$ cat config.mk
export PLATFORM = sky130hd
export DESIGN_NAME = tvb_minmod_slope_limiter_top
export DESIGN_NICKNAME = d
export VERILOG_FILES = /design/src/sv/tvbm_pkg.sv /design/src/sv/tvb_minmod_slope_limiter_top.sv /design/src/sv/tvbm_window.sv /design/src/sv/tvbm_limit.sv /design/src/sv/tvbm_coef.sv
export SDC_FILE = /design/constraint.sdc
export NUM_CORES = 2
export LEC_CHECK = 0
export BUFFER_PORTS_ARGS = -buffer_cell sky130_fd_sc_hd__buf_2
export CAP_MARGIN = 20
export CORE_MARGIN = 2
export CORE_UTILIZATION = 58
export DETAILED_ROUTE_END_ITERATION = 12
export GPL_ROUTABILITY_DRIVEN = 0
export PLACE_DENSITY = 0.86
export SETUP_SLACK_MARGIN = 0.4
export SYNTH_ARGS = -nofsm -noshare
export SYNTH_HDL_FRONTEND = slang
export SYNTH_SLANG_ARGS = --single-unit
$ cat constraint.sdc
create_clock -name clock -period 23.4 [get_ports clock]
set_input_delay 3.51 -clock clock [delete_from_list [all_inputs] [get_ports clock]]
set_output_delay 3.51 -clock clock [all_outputs]
set_load 0.03 [all_outputs]
$ cat src/sv/tvbm_pkg.sv
// tvbm_pkg: shared types, register indexes and arithmetic helpers for the
// TVB minmod slope limiter. No dependencies.
package tvbm_pkg;

   localparam int CSR_IDX_W = 1;
   localparam int THR_W     = 31;

   localparam logic [CSR_IDX_W-1:0] CSR_MOD_THRESHOLD = 1'd0;
   localparam logic [CSR_IDX_W-1:0] CSR_SCHEME_ORDER  = 1'd1;

   localparam logic [1:0] ORDER_2     = 2'd2;
   localparam logic [1:0] ORDER_3     = 2'd3;
   localparam logic [1:0] ORDER_RESET = 2'd3;

   // floor(n/3) = (n * RECIP3) >> SHIFT3, floor(n/15) = (n * RECIP15) >> SHIFT15,
   // exact for n below 2^31
   localparam logic [31:0] RECIP3  = 32'hAAAA_AAAB;
   localparam int          SHIFT3  = 33;
   localparam logic [31:0] RECIP15 = 32'h8888_8889;
   localparam int          SHIFT15 = 35;

   typedef struct packed {
      logic [1:0]         variable;
      logic signed [31:0] cell_mean;
      logic signed [31:0] left_border;
      logic signed [31:0] right_border;
      logic               first_cell;
      logic               last_cell;
   } req_type;

   typedef struct packed {
      logic [1:0]         variable_out;
      logic signed [31:0] left_mod;
      logic signed [31:0] right_mod;
      logic signed [31:0] limited_left;
      logic signed [31:0] limited_right;
      logic signed [31:0] first_coef;
      logic signed [31:0] second_coef;
      logic               last;
   } rsp_type;

   typedef struct packed {
      logic [THR_W-1:0] mod_threshold;
      logic [1:0]       scheme_order;
   } csr_type;

   // one cell to be limited: mean, raw deviations, neighbor differences
   typedef struct packed {
      logic [1:0]         variable;
      logic signed [31:0] mean;
      logic signed [31:0] ldev;
      logic signed [31:0] rdev;
      logic signed [32:0] nb_diff;
      logic signed [32:0] nc_diff;
      logic               last;
   } emit_type;

   typedef struct packed {
      logic [1:0]         variable;
      logic signed [31:0] mean;
      logic signed [31:0] lm;
      logic signed [31:0] rm;
      logic               last;
   } lim_type;

   function automatic logic signed [31:0] sat32(input logic signed [32:0] x);
      logic signed [31:0] r;
      if (x[32] != x[31]) begin
         r = x[32] ? 32'sh8000_0000 : 32'sh7FFF_FFFF;
      end else begin
         r = x[31:0];
      end
      return r;
   endfunction

endpackage

$ cat src/sv/tvb_minmod_slope_limiter_top.sv
// tvb_minmod_slope_limiter_top: top level with request register and CSRs.
// Depends on tvbm_pkg, tvbm_window, tvbm_limit, tvbm_coef.
//
// Streams cells in domain order, one beat per variable per cell, and returns
// the TVB minmod limited deviations, limited border values and coefficient
// corrections of a cell once the next cell of that variable has arrived; a
// last cell (or a cell flushed by a new first cell) is reported at once. One
// request beat is taken per cycle unless the results stall; a beat that
// produces two result beats fills the window's two-entry result queue, so the
// request side stalls until one of them has left. Results pass the request
// register, window queue, limiter, rounding prep, multiply and result
// register. Beats with a variable index at or above NUM_VARS are dropped. The
// user must write CSRs only while the block is idle; the block does not enforce it.
module tvb_minmod_slope_limiter_top import tvbm_pkg::*; #(
   parameter int NUM_VARS = 3
) (
   input  logic                 clock,
   input  logic                 reset,
   input  logic                 csr_write_en,
   input  logic [CSR_IDX_W-1:0] csr_index,
   input  logic [THR_W-1:0]     csr_wdata,
   input  logic                 req_valid,
   output logic                 req_ready,
   input  req_type              req_data,
   output logic                 rsp_valid,
   input  logic                 rsp_ready,
   output rsp_type              rsp_data
);

   csr_type csr_ff, csr_in;
   req_type in_data_ff, in_data_in;
   logic    in_v_ff, in_v_in;
   logic    win_ready;

   emit_type em_item;
   logic     em_valid, em_ready;
   lim_type  lim_item;
   logic     lim_valid, lim_ready;

   always_comb begin
      csr_in = csr_ff;
      if (csr_write_en) begin
         unique case (csr_index)
            CSR_MOD_THRESHOLD: csr_in.mod_threshold = csr_wdata;
            CSR_SCHEME_ORDER:  csr_in.scheme_order  = csr_wdata[1:0];
         endcase
      end
   end

   assign req_ready  = !in_v_ff || win_ready;
   assign in_v_in    = req_ready ? req_valid : in_v_ff;
   assign in_data_in = (req_valid && req_ready) ? req_data : in_data_ff;

   always_ff @(posedge clock) begin
      if (reset) begin
         csr_ff.mod_threshold <= '0;
         csr_ff.scheme_order  <= ORDER_RESET;
         in_v_ff              <= 1'b0;
      end else begin
         csr_ff  <= csr_in;
         in_v_ff <= in_v_in;
      end
   end

   always_ff @(posedge clock) begin
      in_data_ff <= in_data_in;
   end

   tvbm_window #(.NUM_VARS(NUM_VARS)) u_window (
      .clock     (clock),
      .reset     (reset),
      .in_valid  (in_v_ff),
      .in_ready  (win_ready),
      .in_item   (in_data_ff),
      .out_valid (em_valid),
      .out_ready (em_ready),
      .out_item  (em_item)
   );

   tvbm_limit u_limit (
      .clock     (clock),
      .reset     (reset),
      .csr       (csr_ff),
      .in_valid  (em_valid),
      .in_ready  (em_ready),
      .in_item   (em_item),
      .out_valid (lim_valid),
      .out_ready (lim_ready),
      .out_item  (lim_item)
   );

   tvbm_coef u_coef (
      .clock     (clock),
      .reset     (reset),
      .csr       (csr_ff),
      .in_valid  (lim_valid),
      .in_ready  (lim_ready),
      .in_item   (lim_item),
      .out_valid (rsp_valid),
      .out_ready (rsp_ready),
      .out_item  (rsp_data)
   );

endmodule

$ cat src/sv/tvbm_window.sv
// tvbm_window: per-variable three-cell window and two-entry result queue.
// Depends on tvbm_pkg.
module tvbm_window import tvbm_pkg::*; #(
   parameter int NUM_VARS = 3
) (
   input  logic     clock,
   input  logic     reset,
   input  logic     in_valid,
   output logic     in_ready,
   input  req_type  in_item,
   output logic     out_valid,
   input  logic     out_ready,
   output emit_type out_item
);

   localparam int VIW = (NUM_VARS > 1) ? $clog2(NUM_VARS) : 1;

   logic signed [31:0] held_mean_ff [NUM_VARS];
   logic signed [31:0] prev_mean_ff [NUM_VARS];
   logic signed [31:0] held_ldev_ff [NUM_VARS];
   logic signed [31:0] held_rdev_ff [NUM_VARS];
   logic [NUM_VARS-1:0] held_first_ff, held_first_in;
   logic [NUM_VARS-1:0] held_valid_ff, held_valid_in;

   emit_type job0_ff, job0_in, job1_ff, job1_in;
   logic     job0_v_ff, job0_v_in, job1_v_ff, job1_v_in;

   logic               var_ok, empty_next, load, st_we, chain, hv, hf;
   logic [VIW-1:0]     vidx;
   logic signed [31:0] held, prev, ldev, rdev;
   logic signed [32:0] d_next, d_prev, self_diff;

   assign var_ok = int'(in_item.variable) < NUM_VARS;
   assign vidx   = var_ok ? VIW'(in_item.variable) : '0;
   assign hv     = held_valid_ff[vidx];
   assign hf     = held_first_ff[vidx];
   assign held   = held_mean_ff[vidx];
   assign prev   = prev_mean_ff[vidx];

   assign ldev = sat32({in_item.cell_mean[31], in_item.cell_mean}
                     - {in_item.left_border[31], in_item.left_border});
   assign rdev = sat32({in_item.right_border[31], in_item.right_border}
                     - {in_item.cell_mean[31], in_item.cell_mean});
   assign d_next = {in_item.cell_mean[31], in_item.cell_mean} - {held[31], held};
   assign d_prev = {held[31], held} - {prev[31], prev};

   // held cell continues as an interior cell
   assign chain     = hv && !in_item.first_cell;
   assign self_diff = chain ? d_next : '0;

   assign empty_next = (!job0_v_ff && !job1_v_ff) || (out_ready && (job0_v_ff ^ job1_v_ff));
   assign in_ready   = empty_next;
   assign load       = in_valid && empty_next;
   assign st_we      = load && var_ok;

   assign out_valid = job0_v_ff || job1_v_ff;
   assign out_item  = job0_v_ff ? job0_ff : job1_ff;

   always_comb begin
      job0_v_in = job0_v_ff;
      job1_v_in = job1_v_ff;
      job0_in   = job0_ff;
      job1_in   = job1_ff;
      if (load) begin
         job0_v_in        = var_ok && hv;
         job1_v_in        = var_ok && in_item.last_cell;
         job0_in.variable = in_item.variable;
         job0_in.mean     = held;
         job0_in.ldev     = held_ldev_ff[vidx];
         job0_in.rdev     = held_rdev_ff[vidx];
         job0_in.nb_diff  = chain ? d_next : (hf ? '0 : d_prev);
         job0_in.nc_diff  = hf ? self_diff : d_prev;
         job0_in.last     = in_item.first_cell;
         job1_in.variable = in_item.variable;
         job1_in.mean     = in_item.cell_mean;
         job1_in.ldev     = ldev;
         job1_in.rdev     = rdev;
         job1_in.nb_diff  = self_diff;
         job1_in.nc_diff  = self_diff;
         job1_in.last     = 1'b1;
      end else if (out_ready && out_valid) begin
         if (job0_v_ff) begin
            job0_v_in = 1'b0;
         end else begin
            job1_v_in = 1'b0;
         end
      end
   end

   always_comb begin
      held_valid_in = held_valid_ff;
      held_first_in = held_first_ff;
      if (st_we) begin
         held_valid_in[vidx] = !in_item.last_cell;
         held_first_in[vidx] = !chain;
      end
   end

   always_ff @(posedge clock) begin
      if (reset) begin
         job0_v_ff     <= 1'b0;
         job1_v_ff     <= 1'b0;
         held_valid_ff <= '0;
         held_first_ff <= '0;
      end else begin
         job0_v_ff     <= job0_v_in;
         job1_v_ff     <= job1_v_in;
         held_valid_ff <= held_valid_in;
         held_first_ff <= held_first_in;
      end
   end

   always_ff @(posedge clock) begin
      job0_ff <= job0_in;
      job1_ff <= job1_in;
      if (st_we && !in_item.last_cell) begin
         held_mean_ff[vidx] <= in_item.cell_mean;
         held_ldev_ff[vidx] <= ldev;
         held_rdev_ff[vidx] <= rdev;
         if (chain) begin
            prev_mean_ff[vidx] <= held;
         end
      end
   end

endmodule

$ cat src/sv/tvbm_limit.sv
// tvbm_limit: TVB minmod of both deviations of one cell, registered.
// Depends on tvbm_pkg.
module tvbm_limit import tvbm_pkg::*; (
   input  logic     clock,
   input  logic     reset,
   input  csr_type  csr,
   input  logic     in_valid,
   output logic     in_ready,
   input  emit_type in_item,
   output logic     out_valid,
   input  logic     out_ready,
   output lim_type  out_item
);

   function automatic logic signed [31:0] tvb_limit(
      input logic signed [31:0] a,
      input logic signed [32:0] b,
      input logic signed [32:0] c,
      input logic [THR_W-1:0]   thr
   );
      logic [32:0]        ma, mb, mc, m;
      logic               same;
      logic signed [32:0] r;
      ma   = a[31] ? (33'd0 - {a[31], a}) : {1'b0, a};
      mb   = b[32] ? (33'd0 - b) : b;
      mc   = c[32] ? (33'd0 - c) : c;
      same = (a != '0) && (b != '0) && (c != '0) && (a[31] == b[32]) && (a[31] == c[32]);
      m    = ma;
      if (mb < m) begin
         m = mb;
      end
      if (mc < m) begin
         m = mc;
      end
      r = a[31] ? (33'd0 - m) : m;
      if (ma <= {2'b00, thr}) begin
         return a;
      end else if (!same) begin
         return '0;
      end
      return r[31:0];
   endfunction

   lim_type lim_ff, lim_in;
   logic    lim_v_ff, lim_v_in;

   assign in_ready  = !lim_v_ff || out_ready;
   assign out_valid = lim_v_ff;
   assign out_item  = lim_ff;

   always_comb begin
      lim_v_in = in_ready ? in_valid : lim_v_ff;
      lim_in   = lim_ff;
      if (in_valid && in_ready) begin
         lim_in.variable = in_item.variable;
         lim_in.mean     = in_item.mean;
         lim_in.lm       = tvb_limit(in_item.ldev, in_item.nb_diff, in_item.nc_diff,
                                     csr.mod_threshold);
         lim_in.rm       = tvb_limit(in_item.rdev, in_item.nb_diff, in_item.nc_diff,
                                     csr.mod_threshold);
         lim_in.last     = in_item.last;
      end
   end

   always_ff @(posedge clock) begin
      if (reset) begin
         lim_v_ff <= 1'b0;
      end else begin
         lim_v_ff <= lim_v_in;
      end
   end

   always_ff @(posedge clock) begin
      lim_ff <= lim_in;
   end

endmodule

$ cat src/sv/tvbm_coef.sv
// tvbm_coef: limited borders, rounded coefficient corrections and result register.
// Depends on tvbm_pkg.
module tvbm_coef import tvbm_pkg::*; (
   input  logic    clock,
   input  logic    reset,
   input  csr_type csr,
   input  logic    in_valid,
   output logic    in_ready,
   input  lim_type in_item,
   output logic    out_valid,
   input  logic    out_ready,
   output rsp_type out_item
);

   typedef struct packed {
      logic [1:0]         variable;
      logic signed [31:0] left_mod;
      logic signed [31:0] right_mod;
      logic signed [31:0] limited_left;
      logic signed [31:0] limited_right;
      logic               last;
      logic [30:0]        n1;
      logic               n1_neg;
      logic               n1_use;
      logic [30:0]        n2;
      logic               n2_neg;
      logic               n2_use;
   } pre_type;

   pre_type pre_ff, pre_in;
   logic    pre_v_ff, pre_v_in;
   rsp_type rsp_ff, rsp_in;
   logic    rsp_v_ff, rsp_v_in;
   logic    pre_ready;

   logic signed [32:0] sum, dif;
   logic [32:0]        lm_r;
   logic [33:0]        sum_r, dif_r;

   logic [62:0]         p1, p2;
   logic [62-SHIFT3:0]  q1;
   logic [62-SHIFT15:0] q2;
   logic [31:0]         q1x, q2x;

   assign pre_ready = !rsp_v_ff || out_ready;
   assign in_ready  = !pre_v_ff || pre_ready;
   assign out_valid = rsp_v_ff;
   assign out_item  = rsp_ff;

   // magnitude plus half the divisor, pre-shifted so only /3 or /15 remains
   assign sum   = {in_item.lm[31], in_item.lm} + {in_item.rm[31], in_item.rm};
   assign dif   = {in_item.rm[31], in_item.rm} - {in_item.lm[31], in_item.lm};
   assign lm_r  = in_item.lm[31] ? (33'd3 - {in_item.lm[31], in_item.lm})
                                 : ({1'b0, in_item.lm} + 33'd3);
   assign sum_r = sum[32] ? (34'd6 - {sum[32], sum}) : ({1'b0, sum} + 34'd6);
   assign dif_r = dif[32] ? (34'd30 - {dif[32], dif}) : ({1'b0, dif} + 34'd30);

   always_comb begin
      pre_v_in = in_ready ? in_valid : pre_v_ff;
      pre_in   = pre_ff;
      if (in_valid && in_ready) begin
         pre_in.variable      = in_item.variable;
         pre_in.left_mod      = in_item.lm;
         pre_in.right_mod     = in_item.rm;
         pre_in.limited_left  = sat32({in_item.mean[31], in_item.mean}
                                    - {in_item.lm[31], in_item.lm});
         pre_in.limited_right = sat32({in_item.mean[31], in_item.mean}
                                    + {in_item.rm[31], in_item.rm});
         pre_in.last          = in_item.last;
         pre_in.n2            = dif_r[32:2];
         pre_in.n2_neg        = dif[32];
         pre_in.n2_use        = (csr.scheme_order == ORDER_3);
         unique case (csr.scheme_order)
            ORDER_2: begin
               pre_in.n1     = lm_r[31:1];
               pre_in.n1_neg = in_item.lm[31];
               pre_in.n1_use = 1'b1;
            end
            ORDER_3: begin
               pre_in.n1     = sum_r[32:2];
               pre_in.n1_neg = sum[32];
               pre_in.n1_use = 1'b1;
            end
            default: begin
               pre_in.n1     = sum_r[32:2];
               pre_in.n1_neg = 1'b0;
               pre_in.n1_use = 1'b0;
            end
         endcase
      end
   end

   assign p1  = 63'(pre_ff.n1) * 63'(RECIP3);
   assign p2  = 63'(pre_ff.n2) * 63'(RECIP15);
   assign q1  = p1[62:SHIFT3];
   assign q2  = p2[62:SHIFT15];
   assign q1x = 32'(q1);
   assign q2x = 32'(q2);

   always_comb begin
      rsp_v_in = pre_ready ? pre_v_ff : rsp_v_ff;
      rsp_in   = rsp_ff;
      if (pre_v_ff && pre_ready) begin
         rsp_in.variable_out  = pre_ff.variable;
         rsp_in.left_mod      = pre_ff.left_mod;
         rsp_in.right_mod     = pre_ff.right_mod;
         rsp_in.limited_left  = pre_ff.limited_left;
         rsp_in.limited_right = pre_ff.limited_right;
         rsp_in.first_coef    = !pre_ff.n1_use ? '0 :
                                (pre_ff.n1_neg ? (32'd0 - q1x) : q1x);
         rsp_in.second_coef   = !pre_ff.n2_use ? '0 :
                                (pre_ff.n2_neg ? (32'd0 - q2x) : q2x);
         rsp_in.last          = pre_ff.last;
      end
   end

   always_ff @(posedge clock) begin
      if (reset) begin
         pre_v_ff <= 1'b0;
         rsp_v_ff <= 1'b0;
      end else begin
         pre_v_ff <= pre_v_in;
         rsp_v_ff <= rsp_v_in;
      end
   end

   always_ff @(posedge clock) begin
      pre_ff <= pre_in;
      rsp_ff <= rsp_in;
   end

endmodule

Yosys cells after proc, flatten, opt, wreduce, memory -nomap -nowiden --
Memory sizes are Yosys's and may differ from the RTL's. A register that Yosys moved wholly into a read port is not among the register bits. Index checks and enable logic that the tools add are counted.
Storage, ports and cells: register bits 862, memory bits (writable) 384, input bits 137, output and inout port bits 197, word-level logic and storage cells 212, memories 4
Memory list:
- u_window.held_ldev_ff | depth 3, width 32, read ports 1, clocked after memory_dff 1, write ports 1, line tvbm_window.sv:20 | logic signed [31:0] held_ldev_ff [NUM_VARS];
- u_window.held_mean_ff | depth 3, width 32, read ports 1, clocked after memory_dff 0, write ports 1, line tvbm_window.sv:18 | logic signed [31:0] held_mean_ff [NUM_VARS];
- u_window.held_rdev_ff | depth 3, width 32, read ports 1, clocked after memory_dff 1, write ports 1, line tvbm_window.sv:21 | logic signed [31:0] held_rdev_ff [NUM_VARS];
- u_window.prev_mean_ff | depth 3, width 32, read ports 1, clocked after memory_dff 0, write ports 1, line tvbm_window.sv:19 | logic signed [31:0] prev_mean_ff [NUM_VARS];
Cells by class: add/sub/neg operators 22, multipliers 2, order comparisons 9, equality and inequality tests 11, mux-type cells 64, bitwise operators 2, reductions and logical operators 46
Operators by type and width (count):
- two-way mux 32 bit | 21
- two-way mux 33 bit | 14
- subtractor 32 x 32 -> 33 bit | 6
- two-way mux 163 bit | 1
- less-than comparator 33 bit | 4
- multiplier 31 x 32 -> 63 bit, second input constant | 2
- adder 32 x 32 -> 33 bit | 2
- less-or-equal comparator 33 x 31 -> 1 bit | 2
- case mux 33 bit (2 select lines) | 1
- nonzero test 33 bit | 2
- subtractor 1 x 32 -> 33 bit, first input constant | 2
- subtractor 1 x 33 -> 33 bit, first input constant | 2
- nonzero test 32 bit | 2
- subtractor 1 x 32 -> 32 bit, first input constant | 2
- adder 33 x 3 -> 33 bit, second input constant | 1
- adder 33 x 5 -> 33 bit, second input constant | 1
- subtractor 4 x 33 -> 33 bit, first input constant | 1
- subtractor 6 x 33 -> 33 bit, first input constant | 1
- adder 32 x 2 -> 32 bit, second input constant | 1
- subtractor 3 x 32 -> 32 bit, first input constant | 1
- subtractor 1 x 30 -> 31 bit, first input constant | 1
- two-way mux 30 bit | 1
- subtractor 1 x 28 -> 29 bit, first input constant | 1
- two-way mux 28 bit | 1
- 19 further kinds | 83

Logic depth before layout (Yosys ltp) --
word-level depth 12, depth in mapped cells 55, mapped depth without buffers 39

Hierarchy --
Synthesis repeated with hierarchy kept, for this count alone.
Second synthesis, totals: cell total of the unflattened synthesis 9628, area total of the unflattened synthesis 99541.7 µm²
Modules (own cells, without submodules):
- tvbm_coef | instances 1, cells an instance 4561, area each 44839.3 µm², seq. area each 11691.2 µm²
- tvbm_window | instances 1, cells an instance 2845, area each 34738.3 µm², seq. area each 20519.7 µm²
- tvbm_limit | instances 1, cells an instance 1969, area each 15414.8 µm², seq. area each 2992.9 µm²
- tvb_minmod_slope_limiter_top | instances 1, cells an instance 253, area each 4549.4 µm², seq. area each 3683.5 µm²

Least setup slack after synthesis --
No wires, ideal clock.
path kind input port to flip-flop, from input port rsp_ready, to memory u_window.held_ldev_ff[1][0], enable pin, setup time 553 ps, arrival 21927 ps, data required time 22847 ps, slack 920 ps, stages 7, buffers on the path 0, cell sequence nor2b_1 > nand3_1 > a21oi_1 > nor2b_1 > nor2b_1 > nand2_1 > nor2_1
On the way: longest elaborated chain between the ends 10
RTL lines:
- start, declared | line tvb_minmod_slope_limiter_top.sv:26 | input logic rsp_ready,
- logical OR 1 bit | line tvbm_coef.sv:45 | assign pre_ready = !rsp_v_ff || out_ready;
- logical OR 1 bit | line tvbm_coef.sv:46 | assign in_ready = !pre_v_ff || pre_ready;
- logical OR 1 bit | line tvbm_limit.sv:47 | assign in_ready = !lim_v_ff || out_ready;
- logical AND 1 bit | line tvbm_window.sv:51 | assign empty_next = (!job0_v_ff && !job1_v_ff) || (out_ready && (job0_v_ff ^ job1_v_ff));
- logical OR 1 bit | line tvbm_window.sv:51
- logical AND 1 bit | line tvbm_window.sv:53 | assign load = in_valid && empty_next;
- net u_window.load | line tvbm_window.sv:28 | logic var_ok, empty_next, load, st_we, chain, hv, hf;
- logical AND 1 bit | line tvbm_window.sv:54 | assign st_we = load && var_ok;
- logical AND 1 bit | line tvbm_window.sv:116 | if (st_we && !in_item.last_cell) begin
- two-way mux 1 bit | line tvbm_window.sv:116
- two-way mux 1 bit (implied by the code) | line tvbm_window.sv:118 | held_ldev_ff[vidx] <= ldev;
- end, declared | line tvbm_window.sv:20
The timed path passes the listed nets, and every way through them passes these cells.

Worst setup path after layout --
from register u_window.job0_v_ff, to register u_limit.lim_ff (netlist bit u_limit.out_item[61]) (data pin)
On the way: longest elaborated chain between the ends 12, elaborated cells between the ends (all ways) 30, those cells by class 4 x add/sub; 3 x order compare; 2 x eq/ne; 14 x mux; 7 x reduce/logical
RTL lines:
- start, declared | line tvbm_window.sv:26 | logic job0_v_ff, job0_v_in, job1_v_ff, job1_v_in;
- start signal, assigned | line tvbm_window.sv:106 | job0_v_ff <= job0_v_in;
- two-way mux 163 bit (*) | line tvbm_window.sv:57 | assign out_item = job0_v_ff ? job0_ff : job1_ff;
- subtractor 1 x 33 -> 33 bit / subtractor 1 x 32 -> 33 bit (equally long branches) | line tvbm_limit.sv:25, tvbm_limit.sv:24
- two-way mux 33 bit, on equally long branches | line tvbm_limit.sv:25, tvbm_limit.sv:24
- less-than comparator 33 bit | line tvbm_limit.sv:29 | if (mb < m) begin
- two-way mux 33 bit | line tvbm_limit.sv:29
- two-way mux 33 bit | line tvbm_limit.sv:54 | if (in_valid && in_ready) begin
- less-than comparator 33 bit | line tvbm_limit.sv:32 | if (mc < m) begin
- two-way mux 32 bit | line tvbm_limit.sv:32
- two-way mux 32 bit | line tvbm_limit.sv:54
- subtractor 1 x 32 -> 32 bit | line tvbm_limit.sv:35 | r = a[31] ? (33'd0 - m) : m;
- two-way mux 32 bit | line tvbm_limit.sv:35
- two-way mux 32 bit (*) | line tvbm_limit.sv:41 | return r[31:0];
- end signal, assigned | line tvbm_limit.sv:74 | lim_ff <= lim_in;
- end, declared | line tvbm_limit.sv:44 | lim_type lim_ff, lim_in;
Every way passes the cells marked *; elsewhere a longest branch is shown, timed or not. The select of a mux whose other input is x is not followed. A chain may end at the register's enable or synchronous reset.

==> flow_metrics.tcl <==
set metrics [dict create \
    ioPinCount 334 \
    syn_inst 9114 \
    leading_cell_types_by_total_area_after_synthesis "sky130_fd_sc_hd__edfxtp_1, sky130_fd_sc_hd__ha_1, sky130_fd_sc_hd__fa_1" \
    clock-root-buffer "sky130_fd_sc_hd__clkbuf_16" \
    floorplan.core_area_um2 164000 \
    worst_path_largest_cell_delay_ps 950 \
    drive_above_1_share 0.0837 \
    synthesis.area_um2 95700 \
    synth_top_cell_area_share 0.397 \
    timing.final.max_slew_violations 0 \
    portion_of_the_clock_cycle_consumed_by_the_worst_path_in_the_final_layout 0.570 \
    grt_pass1_wl_um 429000 \
    final-hold-violation-count 0 \
    finalCriticalPeriod_ps 13330 \
    timing.fmax_ghz 0.0750 \
    dominantRegCellSynth "sky130_fd_sc_hd__edfxtp_1" \
    most_common_cell_after_layout_fill_and_taps_aside "sky130_fd_sc_hd__edfxtp_1" \
    place_hpwl_um 218000 \
    numClockSinks 1310 \
    port-buffer-count 333 \
    required_ps 23900 \
    fin_setup_tns_ps 0 \
    cap_violations 0 \
    grt_setup_unrepaired "no" \
    synthesis.area_per_instance_um2 10.5 \
    grt_usage 0.335 \
    post_drt_via_cell_ratio 6.47 \
    critical_path.most_common_cell "sky130_fd_sc_hd__ha_1" \
    cts_inserted_buffers 136 \
    cts_hold_buffers 0 \
    setup.worst_path.start_class "flop" \
    rows 149 \
    cpMaxStageDelayCell "sky130_fd_sc_hd__xor2_1" \
    clk_path_buf_depth 3 \
    via_count 75700 \
    grt_overflow 0 \
    ys_ff_latch 1310 \
    postRouteWirelength_um 288000 \
    min-delay-path-class "reg -> reg" \
    ant_nets 0 \
    relSlewSlack 0.141 \
    tightestPinTransition_ps 1280 \
    static-leakage-power_nw 42.9 \
    finish.cell_count_without_fillers 11700 \
    power_per_cell_area_nw_per_um2 109 \
    first_global_vias 73800 \
    synth_area_leader_cell "sky130_fd_sc_hd__edfxtp_1" \
    die_w_um 410 \
    cp.arrival_ps 13840 \
    final_nets 10900 \
    first_iter_violations 11100 \
    synth_enable_flop_cells 1265 \
    vdd_ir_drop_max_mv 0.426 \
    fp.dieArea_um2 168000 \
    grt_start_max_net_pins 182 \
    synth_warnings 0 \
    drc 3 \
    synth.yosys.seq_area_share 0.406 \
    place.detailed.instances 11400 \
    cts_tree "done" \
    cts.htree.levels 4 \
    cts-resized-gates 0 \
    post_synth_num_cell_types 108 \
    critPathCaptureType "flop" \
    violated_checks "DRC" \
    outcome "complete, but fails checks" \
    die_h_um 410 \
    final_setup_violation_count 0 \
    floorplan.initialDensity 0.582 \
    critical_path_peak_fanout 181 \
    insertion_delay_ps 820 \
    antenna_found_initial 22 \
    cts_setup_buffers 0 \
    detail_route.first_pass.iterations 13 \
    area_growth_pct 9.07 \
    clock-skew-final_ps 64.7 \
    final_cell_mix "sky130_fd_sc_hd__edfxtp_1, sky130_fd_sc_hd__ha_1, sky130_fd_sc_hd__inv_1, sky130_fd_sc_hd__a21oi_1, sky130_fd_sc_hd__nand2_1" \
    clk_transition_reported_paths_ps 70 \
    detail_route.wl_per_cell_um 24.6 \
    async_flop_share 0 \
    critical_path_class "reg -> reg" \
]
-- synthesized netlist by cell type, drive strengths merged (17+ instances only) --
master / count
a21boi: 18
a31o: 18
nor4: 66
inv: 991
ha: 998
o21ai: 528
a2111oi: 21
and4: 18
xnor2: 354
or3: 53
mux2i: 270
o22ai: 57
clkbuf: 202
o41ai: 23
maj3: 19
and3: 61
xor2: 205
o21bai: 54
a211oi: 50
o21a: 99
nor2: 588
nor3: 200
a21oi: 681
a21o: 168
dfxtp: 45
nand3: 122
nor3b: 37
o211ai: 43
a31oi: 78
and2: 44
edfxtp: 1265
nor2b: 105
buf: 75
or2: 37
nand4: 80
o221ai: 19
nand2: 586
mux2: 53
nand3b: 17
or4: 23
fa: 368
nand2b: 71
o31ai: 72
-- metrics by stage --
stage | hold slack (ps) | utilization | total power, mW | worst slack [ps] | cell area [µm²]
floorplan | 400 | - | 7.47 | 920 | 95700
global placement | 400 | 0.606 | 8.67 | 11290 | 99700
detailed placement | 405 | 0.606 | 8.96 | 10880 | 99700
CTS | 394 | 0.634 | 11.2 | 10860 | 104000
global route | 415 | 0.635 | 12.1 | 9840 | 104000
finish | 401 | 0.635 | 11.4 | 10070 | 104000
-- critical path, delay by kind of cell (launching register included) --
kind	cells	cell delay, ps
AND/OR/NAND/NOR	7	2160
adder cells (fa/ha/maj)	4	1460
flip-flops	1	590
buffers and inverters	5	2080
multiplexers	4	1390
XOR/XNOR	2	1110
AO/OA/AOI/OAI	13	4000
-- sequential cells by signal (all words and copies together) (netlist names), 3 cells and up --
signal                  flops
u_coef.out_item           191
csr_ff                     33
u_window.held_mean_ff      96
u_window.held_valid_ff      3
u_window.held_first_ff      3
u_window.held_ldev_ff      96
u_window.job0_ff          165
in_data_ff                100
u_window.job1_ff          129
u_limit.out_item           99
u_coef.pre_ff             197
u_window.held_rdev_ff      96
u_window.prev_mean_ff      96
-- logic make-up after synthesis --
kind of cell,Yosys count,share of synthesized area
simple gates,2157,0.110
compound gates,2104,0.137
fa+ha+maj,1385,0.210
flops,1310,0.406
buf+inv,1275,0.0512
xor+xnor,559,0.0513
mux,323,0.0346
other cells,1,0.0000392
-- power by group --
group	switching (mW)	total, mW	internal (mW)	leakage (nW)
clock	0.941	2.17	1.23	2.16
combinational	3.90	6.29	2.40	28.7
sequential	0.0905	2.90	2.81	12.0
total	4.93	11.4	6.44	42.9
-- layout make-up --
cell class                 count  area [µm²]
inverter                     998        3750
tap                         2189        2740
sequential                  1310       38900
timing repair buffer         425        2450
fill                       12100       60100
antenna                        5        12.5
clock inverter                85         878
multi-input combinational   6530       52000
clock buffer                 163        3590
-- layer usage --
layer / up-vias / share of wire / GRT usage
li1: 33400 / - / -
met1: 35500 / 0.34 / 0.388
met2: 5287 / 0.45 / 0.527
met3: 1493 / 0.12 / 0.0994
met4: 12 / 0.091 / 0.246
met5: - / 0.00048 / 0.00316
-- final timing paths --
| check | slack [ps] | to | start | cells past startpoint |
|---|---|---|---|---|
| worst max register to register | 10070 | u_limit.out_item[61] | u_window.job0_v_ff | 35 |
| worst max-delay path | 10070 | u_limit.out_item[61] | u_window.job0_v_ff | 35 |
| worst min-delay path | 400 | u_coef.out_item[154] | u_coef.pre_ff[156] | 0 |
| worst min register to register | 400 | u_coef.out_item[154] | u_coef.pre_ff[156] | 0 |
(Power assumes the default switching activity.)
